`config.mk`:
```
export PLATFORM = sky130hd
export DESIGN_NAME = srq_cell
export DESIGN_NICKNAME = d
export VERILOG_FILES = /design/src/srq_pkg.sv /design/src/srq_cell.sv
export SDC_FILE = /design/constraint.sdc
export NUM_CORES = 1
export LEC_CHECK = 0
export BUFFER_PORTS_ARGS = -buffer_cell sky130_fd_sc_hd__buf_4
export CORE_AREA = 2 2 156 158
export DETAILED_ROUTE_END_ITERATION = 8
export DIE_AREA = 0 0 158 160
export GPL_TIMING_DRIVEN = 0
export PLACE_DENSITY = 0.73
export SLEW_MARGIN = 5
export SYNTH_ARGS = -nofsm -noshare
export SYNTH_HDL_FRONTEND = slang
export SYNTH_SLANG_ARGS = --single-unit
```
`constraint.sdc`:
```
create_clock -name clock -period 8.4 [get_ports clock]
set_input_delay 0 -clock clock [delete_from_list [all_inputs] [get_ports clock]]
set_output_delay 0 -clock clock [all_outputs]
set_load 0.01 [all_outputs]
```
`src/srq_pkg.sv`:
```
`timescale 1ns / 1ps
// ---------------------------------------------------------------------------
// srq_pkg - shared types and codes for the sorted run queue
// Request and response payloads, the stored entry and the per-cycle control
// broadcast to the row of queue cells.
// ---------------------------------------------------------------------------
package srq_pkg;

   localparam int LOAD_W   = 25;
   localparam int WEIGHT_W = 17;
   localparam int KEY_W    = 64;
   localparam int TAG_W    = 16;
   localparam int RCNT_W   = 9;

   // operation codes on the request
   typedef enum logic {
      KIND_INSERT = 1'b0,
      KIND_PICK   = 1'b1
   } srq_kind_type;

   // result codes
   typedef enum logic [1:0] {
      ST_INSERTED = 2'd0,
      ST_DROPPED  = 2'd1,
      ST_PICKED   = 2'd2,
      ST_EMPTY    = 2'd3
   } srq_status_type;

   typedef struct packed {
      srq_kind_type        kind;
      logic [TAG_W-1:0]    task_tag;
      logic [KEY_W-1:0]    task_vruntime;
      logic [WEIGHT_W-1:0] task_weight;
   } srq_req_type;

   typedef struct packed {
      srq_status_type      status;
      logic [TAG_W-1:0]    out_tag;
      logic [KEY_W-1:0]    out_vruntime;
      logic [WEIGHT_W-1:0] out_weight;
      logic [RCNT_W-1:0]   ready_count;
      logic [LOAD_W-1:0]   load_total;
      logic [KEY_W-1:0]    min_key;
      logic [63:0]         pick_total;
   } srq_rsp_type;

   // one stored task
   typedef struct packed {
      logic [KEY_W-1:0]    key;
      logic [TAG_W-1:0]    tag;
      logic [WEIGHT_W-1:0] weight;
   } srq_entry_type;

   // control broadcast to every cell
   typedef struct packed {
      logic          do_insert;
      logic          do_pick;
      srq_entry_type new_entry;
   } srq_ctrl_type;

endpackage

```
`src/srq_cell.sv`:
```
`timescale 1ns / 1ps
// ---------------------------------------------------------------------------
// srq_cell - one slot of the sorted queue
// Holds one entry. On insert it keeps its entry, takes the new one or takes
// its left neighbour's; on pick it takes its right neighbour's.
// ---------------------------------------------------------------------------
module srq_cell #(
   parameter int CNT_W      = 9,
   parameter int CELL_INDEX = 0
) (
   input  logic                  clock,
   input  srq_pkg::srq_ctrl_type ctrl,
   input  logic [CNT_W-1:0]      count,
   input  srq_pkg::srq_entry_type left_entry,
   input  logic                  left_place,
   input  srq_pkg::srq_entry_type right_entry,
   output srq_pkg::srq_entry_type entry,
   output logic                  place
);
   import srq_pkg::*;

   localparam logic [CNT_W-1:0] MY_INDEX = CNT_W'(CELL_INDEX);

   srq_entry_type entry_ff;
   srq_entry_type entry_in;
   logic          occupied;

   // new entry belongs here or further left: empty slot, or stored key >= new
   assign occupied = MY_INDEX < count;
   assign place    = !occupied || !(entry_ff.key < ctrl.new_entry.key);

   // slot update
   always_comb begin
      entry_in = entry_ff;
      if (ctrl.do_insert) begin
         if (place && !left_place) begin
            entry_in = ctrl.new_entry;
         end else if (place) begin
            entry_in = left_entry;
         end
      end else if (ctrl.do_pick) begin
         entry_in = right_entry;
      end
   end

   always_ff @(posedge clock) begin
      entry_ff <= entry_in;
   end

   assign entry = entry_ff;

endmodule

```
==> impl_metrics.csv <==
group,metric,value,unit
cts,clk_root_buffer_cell,"clkbuf_16",
cts,ctsHoldBuffers,58,
run,max-cap-violations,0,
routing,drt-vias-per-instance,5.72,
setup_path,critPathKind,"reg -> reg",
logic_synthesis,ys_warn_count,0,
placement,post-dp-hpwl,26900,microns
routing,vias,9184,
logic_synthesis,synth_async_sr_flop_share,0,%
routing,wl_per_cell,21.9,microns
sta,tightestPinTransition,1.06,ns
cts,clock_latency,0.36,ns
setup_path,worstPathMaxFanout,25,
floorplanning,io_pins,402,
routing,wl,35100,microns
cts,cts_tree,"yes",
logic_synthesis,syn-cell-area,7820,sq um
sta,final_hold_viol_count,0,
sta,worst_clock_skew,0.0165,ns
cts,postCtsSetupBuffers,0,
floorplanning,dieArea,25300,sq um
logic_synthesis,synth_top_area_share,37.2,%
global_route,first_global_vias,9108,
logic_synthesis,synth_ff_type,"edfxtp_1",
placement,finalWeightedCongestion,0.910,
finish,final_common_cell,"buf_4",
finish,area_growth,56.5,%
logic_synthesis,synth.distinct_cells,46,
global_route,grt_use_total,26.4,%
finish,post-route-util,51.4,%
finish,largest_reg_flops,97,
pwr,ir_drop,0.0920,mV
global_route,antenna_found_initial,0,
cts,cts_buffers,9,
sta,rsz0062_at_grt,"no",
outcome,status,"complete, no violations",
setup_path,r2r_slack,4.34,ns
cts,path_clk_slew,0.08,ns
setup_path,worstPathRequired,8.45,ns
finish,nNetsFinal,1643,
logic_synthesis,ys_seq_elements,97,
setup_path,crit_arrival,4.11,ns
routing,ant_nets,0,
logic_synthesis,syn-instance-count,803,
pwr,leakage,0.00530,uW
setup_path,worst_setup_path_start_kind,"flop",
cts,cts_num_sinks,97,
routing,drtPass1Iterations,5,
routing,drt_iter0_markers,835,
setup_path,endpoint_kind,"flop",
global_route,grt_max_degree,26,
global_route,grt_first_pass_wirelength,51300,microns
logic_synthesis,avgSynthCellArea,9.74,sq um
finish,num_antenna_cells,0,
logic_synthesis,synth-edff-count,97,
hold_path,hold_class,"in -> reg",
logic_synthesis,synth_area_leader_cell,"edfxtp_1",
cts,ctsResizeCount,0,
sta,finalSetupViolCount,0,
routing,drc,0,
finish,layout_common_cells,"buf_4, inv_1, edfxtp_1",
sta,fmax,0.246,GHz
pwr,p_per_area,159,nW/um^2
sta,layout_min_cycle_time,4.06,ns
floorplanning,die_w,158,microns
global_route,grt_overflow_total,0,
sta,min_period_over_period,48.3,%
cts,htreeDepth,3,
logic_synthesis,synthTopCellsByArea,"edfxtp_1, ha_1, o221a_1, o22ai_1, inv_1",
floorplanning,core-area,23800,sq um
placement,io_buffers,400,
sta,tns,0,ns
logic_synthesis,syn_nets,1170,
finish,drive_gt1_share,36.6,%
floorplanning,start_util,32.8,%
logic_synthesis,yosysSeqAreaShare,37.2,%
floorplanning,fp-row-count,57,
sta,timing.final.max_slew_violations,0,
floorplanning,dieHeight,160,microns
sta,slew-limit-headroom,29.2,%
cts,clk_path_buf_depth,2,
## cells in the mapped netlist (3+ instances only)
library cell  number
nand2_1           15
o21a_1             3
o22ai_1           64
ha_1              63
clkbuf_1          52
nor3_1            71
buf_12             7
a221oi_1          35
nand3_1            4
buf_6              8
inv_1             97
o21ai_0           43
o221a_1           40
nor2_1            10
o221a_2           24
edfxtp_1          97
nand4_1           15
a31oi_1           27
a21oi_1           63
o22a_1            34
## critical path: stages (launching register included)
cell and delay (ns):
edfxtp_1 0.42, ha_1 0.34, nand4_1 0.21, nor4_4 0.50, nand4_1 0.20, o211a_1 0.30, nand3b_4 0.15, a21oi_4 0.14
buf_6 0.21, nor2_4 0.62, buf_16 0.25, buf_16 0.18, buf_16 0.19
## per-layer routing
layer	GRT usage (%)	wire length [microns]
met3	5.64	3110
met5	0	0
met2	44.4	16800
met4	10.2	1180
met1	32.9	14000
## report_power, final
part           total (uW)  internal, uW  switching (uW)
Sequential            677           637            40.2
Clock                 468           262             206
Combinational         801           398             403
## area by class of cell
type,instances,area (sq um)
clock buffers,11,233
repair buffers,462,3690
plain buffers,68,433
flip-flops and latches,97,2910
multi-input cells,541,4120
fillers,2206,11600
inverters,97,364
well taps,324,405
clock inverters,5,80.1
## stage by stage
stage          std cells  hold WS (ns)  cell area [sq um]  total power [uW]  setup slack, ns
6_report            1605       0.00631              12200              1950             4.34
5_1_grt             1605       0.00431              12200              2030             4.14
4_1_cts             1605     0.0000218              12200              1940             4.30
3_5_place_dp        1531         0.351              11300              1450             4.30
3_3_place_gp        1527         0.350              11200              1430            -1.18
2_1_floorplan        803         0.251               7820              1060             1.80
## cells by family (layout without fill, tap and decap cells)
family                     after synthesis  in the layout  synth area share (%)
adders and majority gates               63             63                  10.1
and+or+nand+nor                        130            130                  9.36
buffers and inverters                  165            643                  10.2
DFF                                     97             97                  37.2
AOI/OAI and AO/OA                      348            348                  33.1
## worst paths after layout
| kind | start | end | depth (start not counted) |
|---|---|---|---|
| max | entry[80] | entry[36] | 12 |
| min | ctrl[91] | entry[91] | 2 |
| max reg2reg | entry[80] | entry[36] | 12 |
| min reg2reg | entry[85] | entry[72] | 5 |
(Power assumes the default switching activity.)
